==> src/hw/rtl/lucc_pkg.sv <==
package lucc_pkg;

    localparam int MODE_W   = 4;
    localparam int SIZE_W   = 2;
    localparam int DATA_W   = 32;
    localparam int COND_W   = 4;
    localparam int STATUS_W = 16;

    // operation codes
    localparam logic [MODE_W-1:0] MODE_AND     = 4'd0;
    localparam logic [MODE_W-1:0] MODE_OR      = 4'd1;
    localparam logic [MODE_W-1:0] MODE_EOR     = 4'd2;
    localparam logic [MODE_W-1:0] MODE_NOT     = 4'd3;
    localparam logic [MODE_W-1:0] MODE_TST     = 4'd4;
    localparam logic [MODE_W-1:0] MODE_SCC     = 4'd5;
    localparam logic [MODE_W-1:0] MODE_AND_SR  = 4'd6;
    localparam logic [MODE_W-1:0] MODE_AND_CCR = 4'd7;
    localparam logic [MODE_W-1:0] MODE_OR_SR   = 4'd8;
    localparam logic [MODE_W-1:0] MODE_OR_CCR  = 4'd9;

    // operand sizes
    localparam logic [SIZE_W-1:0] SIZE_BYTE = 2'd0;
    localparam logic [SIZE_W-1:0] SIZE_WORD = 2'd1;

    // conditions
    localparam logic [COND_W-1:0] CC_T  = 4'd0;
    localparam logic [COND_W-1:0] CC_F  = 4'd1;
    localparam logic [COND_W-1:0] CC_HI = 4'd2;
    localparam logic [COND_W-1:0] CC_LS = 4'd3;
    localparam logic [COND_W-1:0] CC_CC = 4'd4;
    localparam logic [COND_W-1:0] CC_CS = 4'd5;
    localparam logic [COND_W-1:0] CC_NE = 4'd6;
    localparam logic [COND_W-1:0] CC_EQ = 4'd7;
    localparam logic [COND_W-1:0] CC_VC = 4'd8;
    localparam logic [COND_W-1:0] CC_VS = 4'd9;
    localparam logic [COND_W-1:0] CC_PL = 4'd10;
    localparam logic [COND_W-1:0] CC_MI = 4'd11;
    localparam logic [COND_W-1:0] CC_GE = 4'd12;
    localparam logic [COND_W-1:0] CC_LT = 4'd13;
    localparam logic [COND_W-1:0] CC_GT = 4'd14;
    localparam logic [COND_W-1:0] CC_LE = 4'd15;

    // ccr bit positions
    localparam int CCR_C = 0;
    localparam int CCR_V = 1;
    localparam int CCR_Z = 2;
    localparam int CCR_N = 3;

    localparam logic [STATUS_W-1:0] STATUS_RESET = 16'h2700;
    localparam logic [STATUS_W-1:0] CCR_KEEP     = 16'hFFE0;
    localparam logic [STATUS_W-1:0] CCR_MASK     = 16'h001F;
    localparam logic [DATA_W-1:0]   BYTE_MASK    = 32'h0000_00FF;
    localparam logic [DATA_W-1:0]   WORD_MASK    = 32'h0000_FFFF;

    typedef struct packed {
        logic [MODE_W-1:0] mode;
        logic [SIZE_W-1:0] op_size;
        logic [DATA_W-1:0] src_value;
        logic [DATA_W-1:0] dst_value;
        logic [COND_W-1:0] cond_code;
    } t_in_item;

    typedef struct packed {
        logic [DATA_W-1:0]   result_value;
        logic                write_enable;
        logic [STATUS_W-1:0] status_out;
    } t_out_item;

endpackage

==> src/hw/rtl/lucc_in_if.sv <==
interface lucc_in_if;
    logic        valid;
    logic        ready;
    logic [3:0]  mode;
    logic [1:0]  op_size;
    logic [31:0] src_value;
    logic [31:0] dst_value;
    logic [3:0]  cond_code;

    modport source (
        output valid, mode, op_size, src_value, dst_value, cond_code,
        input  ready
    );
    modport sink (
        input  valid, mode, op_size, src_value, dst_value, cond_code,
        output ready
    );
endinterface

==> src/hw/rtl/lucc_out_if.sv <==
interface lucc_out_if;
    logic        valid;
    logic        ready;
    logic [31:0] result_value;
    logic        write_enable;
    logic [15:0] status_out;

    modport source (
        output valid, result_value, write_enable, status_out,
        input  ready
    );
    modport sink (
        input  valid, result_value, write_enable, status_out,
        output ready
    );
endinterface

==> src/hw/rtl/lucc_alu.sv <==
module lucc_alu import lucc_pkg::*; (
    input  t_in_item            i_item,
    input  logic [STATUS_W-1:0] i_status,
    output t_out_item           o_res
);

    logic [DATA_W-1:0]   size_mask;
    logic [DATA_W-1:0]   logic_val;
    logic                msb;
    logic [STATUS_W-1:0] flag_status;
    logic [STATUS_W-1:0] imm16;
    logic [STATUS_W-1:0] imm8;
    logic                c, v, z, n;
    logic                cond_ok;

    assign c     = i_status[CCR_C];
    assign v     = i_status[CCR_V];
    assign z     = i_status[CCR_Z];
    assign n     = i_status[CCR_N];
    assign imm16 = i_item.src_value[STATUS_W-1:0];
    assign imm8  = {8'd0, i_item.src_value[7:0]};

    always_comb begin
        case (i_item.op_size)
            SIZE_BYTE: size_mask = BYTE_MASK;
            SIZE_WORD: size_mask = WORD_MASK;
            default:   size_mask = '1;
        endcase
    end

    always_comb begin
        case (i_item.mode)
            MODE_AND: logic_val = i_item.src_value & i_item.dst_value & size_mask;
            MODE_OR:  logic_val = (i_item.src_value | i_item.dst_value) & size_mask;
            MODE_EOR: logic_val = (i_item.src_value ^ i_item.dst_value) & size_mask;
            MODE_NOT: logic_val = ~i_item.dst_value & size_mask;
            default:  logic_val = i_item.dst_value & size_mask;
        endcase
    end

    always_comb begin
        case (i_item.op_size)
            SIZE_BYTE: msb = logic_val[7];
            SIZE_WORD: msb = logic_val[15];
            default:   msb = logic_val[31];
        endcase
    end

    always_comb begin
        flag_status        = i_status;
        flag_status[CCR_C] = 1'b0;
        flag_status[CCR_V] = 1'b0;
        flag_status[CCR_Z] = (logic_val == '0);
        flag_status[CCR_N] = msb;
    end

    always_comb begin
        case (i_item.cond_code)
            CC_T:    cond_ok = 1'b1;
            CC_F:    cond_ok = 1'b0;
            CC_HI:   cond_ok = !c && !z;
            CC_LS:   cond_ok = c || z;
            CC_CC:   cond_ok = !c;
            CC_CS:   cond_ok = c;
            CC_NE:   cond_ok = !z;
            CC_EQ:   cond_ok = z;
            CC_VC:   cond_ok = !v;
            CC_VS:   cond_ok = v;
            CC_PL:   cond_ok = !n;
            CC_MI:   cond_ok = n;
            CC_GE:   cond_ok = (n == v);
            CC_LT:   cond_ok = (n != v);
            CC_GT:   cond_ok = !z && (n == v);
            CC_LE:   cond_ok = z || (n != v);
            default: cond_ok = 1'b0;
        endcase
    end

    always_comb begin
        o_res.result_value = '0;
        o_res.write_enable = 1'b0;
        o_res.status_out   = i_status;
        case (i_item.mode)
            MODE_AND, MODE_OR, MODE_EOR, MODE_NOT: begin
                o_res.result_value = logic_val;
                o_res.write_enable = 1'b1;
                o_res.status_out   = flag_status;
            end
            MODE_TST: begin
                o_res.status_out = flag_status;
            end
            MODE_SCC: begin
                o_res.result_value = cond_ok ? BYTE_MASK : '0;
                o_res.write_enable = 1'b1;
            end
            MODE_AND_SR: begin
                o_res.status_out = i_status & imm16;
            end
            MODE_AND_CCR: begin
                o_res.status_out = (i_status & CCR_KEEP) | (i_status & imm8 & CCR_MASK);
            end
            MODE_OR_SR: begin
                o_res.status_out = i_status | imm16;
            end
            MODE_OR_CCR: begin
                o_res.status_out = (i_status & CCR_KEEP) | ((i_status | imm8) & CCR_MASK);
            end
            default: begin
                o_res.status_out = i_status;
            end
        endcase
    end

endmodule

==> src/hw/rtl/logic_unit_with_condition_codes.sv <==
// channel   | dir | payload
// i_item    | in  | mode, op_size, src_value, dst_value, cond_code
// o_res     | out | result_value, write_enable, status_out
//
// one item per cycle unless stalled; accepted items go to the item register,
// which feeds the logic unit, whose output and the status register
// are loaded together, so each item sees the status left by the one before
// synchronous active-low reset clears both stages and sets status to 0x2700
// a stalled result holds; the item register still fills behind it
module logic_unit_with_condition_codes import lucc_pkg::*; (
    input  logic  i_clk,
    input  logic  i_rst_n,
    lucc_in_if.sink    i_item,
    lucc_out_if.source o_res
);

    t_in_item            r_in;
    logic                r_in_valid;
    t_out_item           r_out;
    logic                r_out_valid;
    logic [STATUS_W-1:0] r_status;
    t_out_item           n_out;
    logic                in_fire;
    logic                advance;

    assign advance      = r_in_valid && (!r_out_valid || o_res.ready);
    assign i_item.ready = !r_in_valid || advance;
    assign in_fire      = i_item.valid && i_item.ready;

    lucc_alu u_alu (
        .i_item   (r_in),
        .i_status (r_status),
        .o_res    (n_out)
    );

    always_ff @(posedge i_clk) begin
        if (!i_rst_n) begin
            r_in_valid  <= 1'b0;
            r_out_valid <= 1'b0;
            r_status    <= STATUS_RESET;
        end else begin
            if (in_fire) begin
                r_in_valid <= 1'b1;
            end else if (advance) begin
                r_in_valid <= 1'b0;
            end
            if (advance) begin
                r_out_valid <= 1'b1;
                r_status    <= n_out.status_out;
            end else if (o_res.ready) begin
                r_out_valid <= 1'b0;
            end
        end
    end

    always_ff @(posedge i_clk) begin
        if (in_fire) begin
            r_in.mode      <= i_item.mode;
            r_in.op_size   <= i_item.op_size;
            r_in.src_value <= i_item.src_value;
            r_in.dst_value <= i_item.dst_value;
            r_in.cond_code <= i_item.cond_code;
        end
        if (advance) begin
            r_out <= n_out;
        end
    end

    assign o_res.valid        = r_out_valid;
    assign o_res.result_value = r_out.result_value;
    assign o_res.write_enable = r_out.write_enable;
    assign o_res.status_out   = r_out.status_out;

endmodule
==> src/flat_wrapper.sv <==
// flat-port wrapper written by rule: the top's interface ports become plain ports
module logic_unit_with_condition_codes_flat import lucc_pkg::*;
  (i_clk, i_rst_n, i_item_valid, i_item_mode, i_item_op_size, i_item_src_value, i_item_dst_value, i_item_cond_code, i_item_ready, o_res_valid, o_res_result_value, o_res_write_enable, o_res_status_out, o_res_ready);
  lucc_in_if i_item_i ();
  lucc_out_if o_res_i ();
  input  logic i_clk;
  input  logic i_rst_n;
  input wire logic [$bits(i_item_i.valid)-1:0] i_item_valid;
  input wire logic [$bits(i_item_i.mode)-1:0] i_item_mode;
  input wire logic [$bits(i_item_i.op_size)-1:0] i_item_op_size;
  input wire logic [$bits(i_item_i.src_value)-1:0] i_item_src_value;
  input wire logic [$bits(i_item_i.dst_value)-1:0] i_item_dst_value;
  input wire logic [$bits(i_item_i.cond_code)-1:0] i_item_cond_code;
  output wire logic [$bits(i_item_i.ready)-1:0] i_item_ready;
  output wire logic [$bits(o_res_i.valid)-1:0] o_res_valid;
  output wire logic [$bits(o_res_i.result_value)-1:0] o_res_result_value;
  output wire logic [$bits(o_res_i.write_enable)-1:0] o_res_write_enable;
  output wire logic [$bits(o_res_i.status_out)-1:0] o_res_status_out;
  input wire logic [$bits(o_res_i.ready)-1:0] o_res_ready;
  assign i_item_i.valid = i_item_valid;
  assign i_item_i.mode = i_item_mode;
  assign i_item_i.op_size = i_item_op_size;
  assign i_item_i.src_value = i_item_src_value;
  assign i_item_i.dst_value = i_item_dst_value;
  assign i_item_i.cond_code = i_item_cond_code;
  assign i_item_ready = i_item_i.ready;
  assign o_res_valid = o_res_i.valid;
  assign o_res_result_value = o_res_i.result_value;
  assign o_res_write_enable = o_res_i.write_enable;
  assign o_res_status_out = o_res_i.status_out;
  assign o_res_i.ready = o_res_ready;
  logic_unit_with_condition_codes u_core (.i_clk(i_clk), .i_rst_n(i_rst_n), .i_item(i_item_i), .o_res(o_res_i));
endmodule
==> config.mk <==
export PLATFORM = sky130hd
export DESIGN_NAME = logic_unit_with_condition_codes_flat
export DESIGN_NICKNAME = d
export VERILOG_FILES = /design/src/hw/rtl/lucc_pkg.sv /design/src/hw/rtl/lucc_in_if.sv /design/src/hw/rtl/lucc_out_if.sv /design/src/hw/rtl/lucc_alu.sv /design/src/hw/rtl/logic_unit_with_condition_codes.sv /design/src/flat_wrapper.sv
export SDC_FILE = /design/constraint.sdc
export NUM_CORES = 1
export LEC_CHECK = 0
export BUFFER_PORTS_ARGS = -buffer_cell sky130_fd_sc_hd__buf_2
export CAP_MARGIN = 25
export CORE_MARGIN = 2
export CORE_UTILIZATION = 45
export DETAILED_ROUTE_END_ITERATION = 7
export GPL_TIMING_DRIVEN = 0
export PLACE_DENSITY_LB_ADDON = 0.1
export SYNTH_ARGS = -nofsm -noshare
export SYNTH_HDL_FRONTEND = slang
export SYNTH_SLANG_ARGS = --single-unit
==> constraint.sdc <==
create_clock -name i_clk -period 5 [get_ports i_clk]
set_input_delay 1 -clock i_clk [delete_from_list [all_inputs] [get_ports i_clk]]
set_output_delay 1 -clock i_clk [all_outputs]
set_load 0.1 [all_outputs]
* After elaboration in Yosys (flattened, before gate mapping)
Cells that the tools add are included.
** Storage, ports and cells
- Register bits :: 141
- Bits in latches :: 0
- Input port bits :: 78
- Memory bits (writable) :: 0
- ROM bits :: 0
- Memories :: 0
- Output and inout port bits :: 51
** Cells by class
- Reductions and logical operators :: 22
- Multiplexer cells :: 11
- Order comparisons :: 0
- $add $sub $neg :: 0
- Shift-type cells :: 0
- Divide/modulo/power cells :: 0
- Equal/unequal tests :: 27
- Bitwise gates (word level) :: 15
- Multipliers :: 0
** Operators by type and width (number)
- bitwise AND 32 bit :: 6
- one-hot mux 32 bit (4 select lines) :: 1
- one-hot mux 16 bit (5 select lines) :: 1
- one-hot mux 33 bit (2 select lines) :: 1
- one-hot mux 32 bit (2 select lines) :: 1
- == test 4 bit (second input constant) :: 10
- == test 4 x 3 -> 1 bit (second input constant) :: 8
- zero test 32 bit :: 1
- inverter 32 bit :: 1
- bitwise OR 16 x 5 -> 16 bit :: 2
- bitwise OR 32 bit :: 1
- bitwise XOR 32 bit :: 1
- bitwise AND 16 bit :: 1
- == test 4 x 2 -> 1 bit (second input constant) :: 4
- bitwise OR 16 bit :: 1
- one-hot mux 1 bit (16 select lines) :: 1
- == test 4 x 1 -> 1 bit (second input constant) :: 2
- zero test 4 bit :: 2
- 2-to-1 mux 8 bit :: 1
- zero test 1 bit :: 6
- bitwise AND 5 bit :: 1
- bitwise OR 5 bit :: 1
- OR reduction 5 bit :: 1
- logical AND 1 bit :: 4
- 9 further kinds :: 16

* Depth between registers and ports, before layout
- Word-level depth :: 6
- Depth in mapped cells :: 10

* Cells and area by module
From an unflattened synthesis, not the netlist that was laid out.
** Unflattened totals
- Cells, all modules :: 647
- Area, all modules :: 7543.5 µm²
** By module, submodules not included
- logic_unit_with_condition_codes :: seq. area each 4053.9 µm², cells an instance 202, instances 1, area an instance 4443.0 µm²
- lucc_alu :: seq. area each 0.0 µm², cells an instance 445, instances 1, area an instance 3100.5 µm²

* Worst setup path after synthesis
OpenSTA, ideal clock, no wires.
- Path kind :: input-to-reg
- From :: input port o_res_ready
- To :: register u_core.r_in[0] (netlist name), enable pin
- Path buffers :: 0
- Data required time :: 4560 ps
- Data arrival time :: 3580 ps
- Setup slack :: 980 ps
- Stages :: 3
- Cell sequence :: nor2b_1 > nand2_1 > and2_1
** On the way
- Word-level cells in the longest chain between the ends :: 4
** RTL lines
- from (decl) :: RTL line flat_wrapper.sv:19 : input wire logic [$bits(o_res_i.ready)-1:0] o_res_ready;
- logical OR 1 bit :: RTL line logic_unit_with_condition_codes.sv:26 : assign advance = r_in_valid && (!r_out_valid || o_res.ready);
- logical AND 1 bit :: RTL line logic_unit_with_condition_codes.sv:26
- logical OR 1 bit :: RTL line logic_unit_with_condition_codes.sv:27 : assign i_item.ready = !r_in_valid || advance;
- named net i_item_ready :: RTL line flat_wrapper.sv:14 : output wire logic [$bits(i_item_i.ready)-1:0] i_item_ready;
- logical AND 1 bit :: RTL line logic_unit_with_condition_codes.sv:28 : assign in_fire = i_item.valid && i_item.ready;
- named net u_core.in_fire :: RTL line logic_unit_with_condition_codes.sv:23 : logic in_fire;
- to (decl) :: RTL line logic_unit_with_condition_codes.sv:17 : t_in_item r_in;
The timed path passes the listed nets, and every way through them passes these cells.
A chain may end at the register's enable or synchronous reset.

==> results.sh <==
export IMPL_fp_dieH_um=133
export IMPL_design_area_mm2=0.00906
export IMPL_synthFlopType="edfxtp_1"
export IMPL_tns_ps=0
export IMPL_dp_cells=1024
export IMPL_grt_pass1_wl_mm=29.7
export IMPL_drt_iter0_markers=404
export IMPL_grt_max_degree=60
export IMPL_critical_path_arrival_ps=2980
export IMPL_fin_nets=966
export IMPL_synth_area_leaders="edfxtp_1 (50%), ha_1 (11%), dfxtp_1 (4.8%)"
export IMPL_dr_pass1_iters=8
export IMPL_holdWs_ps=469
export IMPL_cts_buffers=17
export IMPL_syn_nets=817
export IMPL_cts_tree="done"
export IMPL_yosysWarningCount=0
export IMPL_synth_edf_count=123
export IMPL_core_area_mm2=0.0164
export IMPL_grt_pass1_vias=5552
export IMPL_drt_wirelength_per_cell_um=18.2
export IMPL_total_leakage_power_nw=3.88
export IMPL_vias=5685
export IMPL_finalCritPeriodShare_pct=55.7
export IMPL_endpoint_kind="flop"
export IMPL_synth_distinct_cells=50
export IMPL_critPathMaxFanout=10
export IMPL_ir_worst_vdd_mv=0.240
export IMPL_drc_errors=0
export IMPL_postCtsHoldBufs=0
export IMPL_worstSetupPathType="flop to flop"
export IMPL_ys_ff_latch=141
export IMPL_async_flop_share_pct=0
export IMPL_fp_row_count=47
export IMPL_cts_root_buf="clkbuf_16"
export IMPL_postPlaceCellArea_mm2=0.00840
export IMPL_post_drt_via_cell_ratio=5.38
export IMPL_syn_area_mm2=0.00745
export IMPL_period_needed_ps=2780
export IMPL_tightest_slew_ps=911
export IMPL_io_buffers=128
export IMPL_setup_violations_final=0
export IMPL_cts_resized=0
export IMPL_slew_headroom_pct=39.1
export IMPL_postCtsSetupBuffers=0
export IMPL_clock_skew_ps=19.2
export IMPL_layout_cells_non_filler=1057
export IMPL_yosysTopAreaCellShare_pct=49.6
export IMPL_die_w_um=133
export IMPL_fp_dieArea_mm2=0.0176
export IMPL_layout_cells_most_common="buf_2"
export IMPL_cts_max_level=4
export IMPL_gp_congestion=0.877
export IMPL_grt_setup_unrepaired="false"
export IMPL_hold_violations=0
export IMPL_required_ps=5190
export IMPL_layout_common_cells="buf_2 (137), edfxtp_1 (123), inv_1 (79)"
export IMPL_drive_gt1_share_pct=21.7
export IMPL_clk_latency_ps=430
export IMPL_hold_class="flop to flop"
export IMPL_area_growth_pct=21.6
export IMPL_start_util_pct=45.4
export IMPL_syn_avg_cell_area_um2=11.0
export IMPL_drv_slew=0
export IMPL_cts_sinks=141
export IMPL_fmax_mhz=359
export IMPL_dp_hpwl_mm=14.0
export IMPL_netlist_instances=675
export IMPL_fill_cells=1433
export IMPL_drv_cap=0
export IMPL_status="complete, no violations"
export IMPL_path_clk_slew_ps=60
export IMPL_gr_total_overflow=0
export IMPL_yosysTopAreaCell="edfxtp_1"
export IMPL_crit_path_start_kind="flop"
export IMPL_final_antenna_net_count=0
export IMPL_p_per_area_mw_per_mm2=360
export IMPL_clk_path_buf_depth=2
export IMPL_num_io_pins=129
export IMPL_utilization_pct=55.2
export IMPL_totalWireLength_mm=19.2
export IMPL_antenna_found_initial=0
export IMPL_track_usage_pct=22.1
export IMPL_yosysSeqAreaShare_pct=54.4
export IMPL_diodes=0
[final timing paths]
path	slack (ps)	endpoint	cells past startpoint	startpoint
worst max-delay path	2220	u_core.o_res.status_out[2]	7	u_core.r_in[72]
worst min-delay path	470	u_core.r_status[11]	2	u_core.r_status[11]
worst max register to register	2220	u_core.o_res.status_out[2]	7	u_core.r_in[72]
worst min register to register	470	u_core.r_status[11]	2	u_core.r_status[11]
[flip-flops by register name (all words and copies together) (netlist names)]
signal / cells
u_core.o_res.result_value: 32
u_core.r_status: 16
u_core.o_res.valid: 1
u_core.r_in: 74
u_core.o_res.status_out: 16
u_core.r_in_valid: 1
u_core.o_res.write_enable: 1
[cell type report]
type	count	area [µm²]	share of cell area [%]
tap	220	275	3.04
timing repair buffer	130	673	7.43
multi-input combinational	424	2950	32.5
clock inverter	12	218	2.40
buffer	31	160	1.77
clock buffer	20	437	4.82
sequential	141	4050	44.8
inverter	79	297	3.27
[cells in the mapped netlist, drive strengths merged (3+ instances only)]
cell type    n
nand2b       5
a21oi       40
nor2b       10
a21boi      11
a31oi        9
o22ai        3
o21ai       26
mux2i       17
nand2       67
mux4         7
or4          5
inv         79
dfxtp       18
nand3        9
edfxtp     123
buf         15
o31ai        4
nor4        12
nor3         7
nor2        64
o211ai      14
nand4        5
and2         3
o311ai       5
ha          64
and3         8
a211oi       3
clkbuf      16
o221ai       5
[cells by family after synthesis]
logic type | synth area share, %
AO/OA/AOI/OAI | 11.5
AND/OR/NAND/NOR | 12.5
adder cells (fa/ha/maj) | 10.7
buffers and inverters | 6.08
flip-flops | 54.4
multiplexers | 4.70
[stage by stage]
step                power [mW]  setup WS (ps)
finish                    3.26           2220
global route              3.38           2060
CTS                       3.29           2130
detailed placement        1.88           2150
global placement          1.87            727
floorplan                 1.74            980
[power by group]
group | total [mW] | switching, mW | internal, mW
clock network | 1.40 | 0.471 | 0.932
logic | 0.463 | 0.334 | 0.129
registers | 1.40 | 0.0447 | 1.35
[worst max-delay path, cell delays in order, from the launching register on]
cell and delay [ps]:
edfxtp_1 390, buf_1 430, nor2_1 160, nand2_1 390, o22ai_1 180, nor3_1 290, a41oi_1 260, o31ai_1 450
[routing by layer]
metal | track usage [%] | part of all wire (%)
met5 | 0 | 0
met3 | 5.13 | 5.3
met1 | 29.0 | 45
met2 | 36.6 | 48
met4 | 6.69 | 1.5
Note: power is estimated with default switching activity, not from simulation.
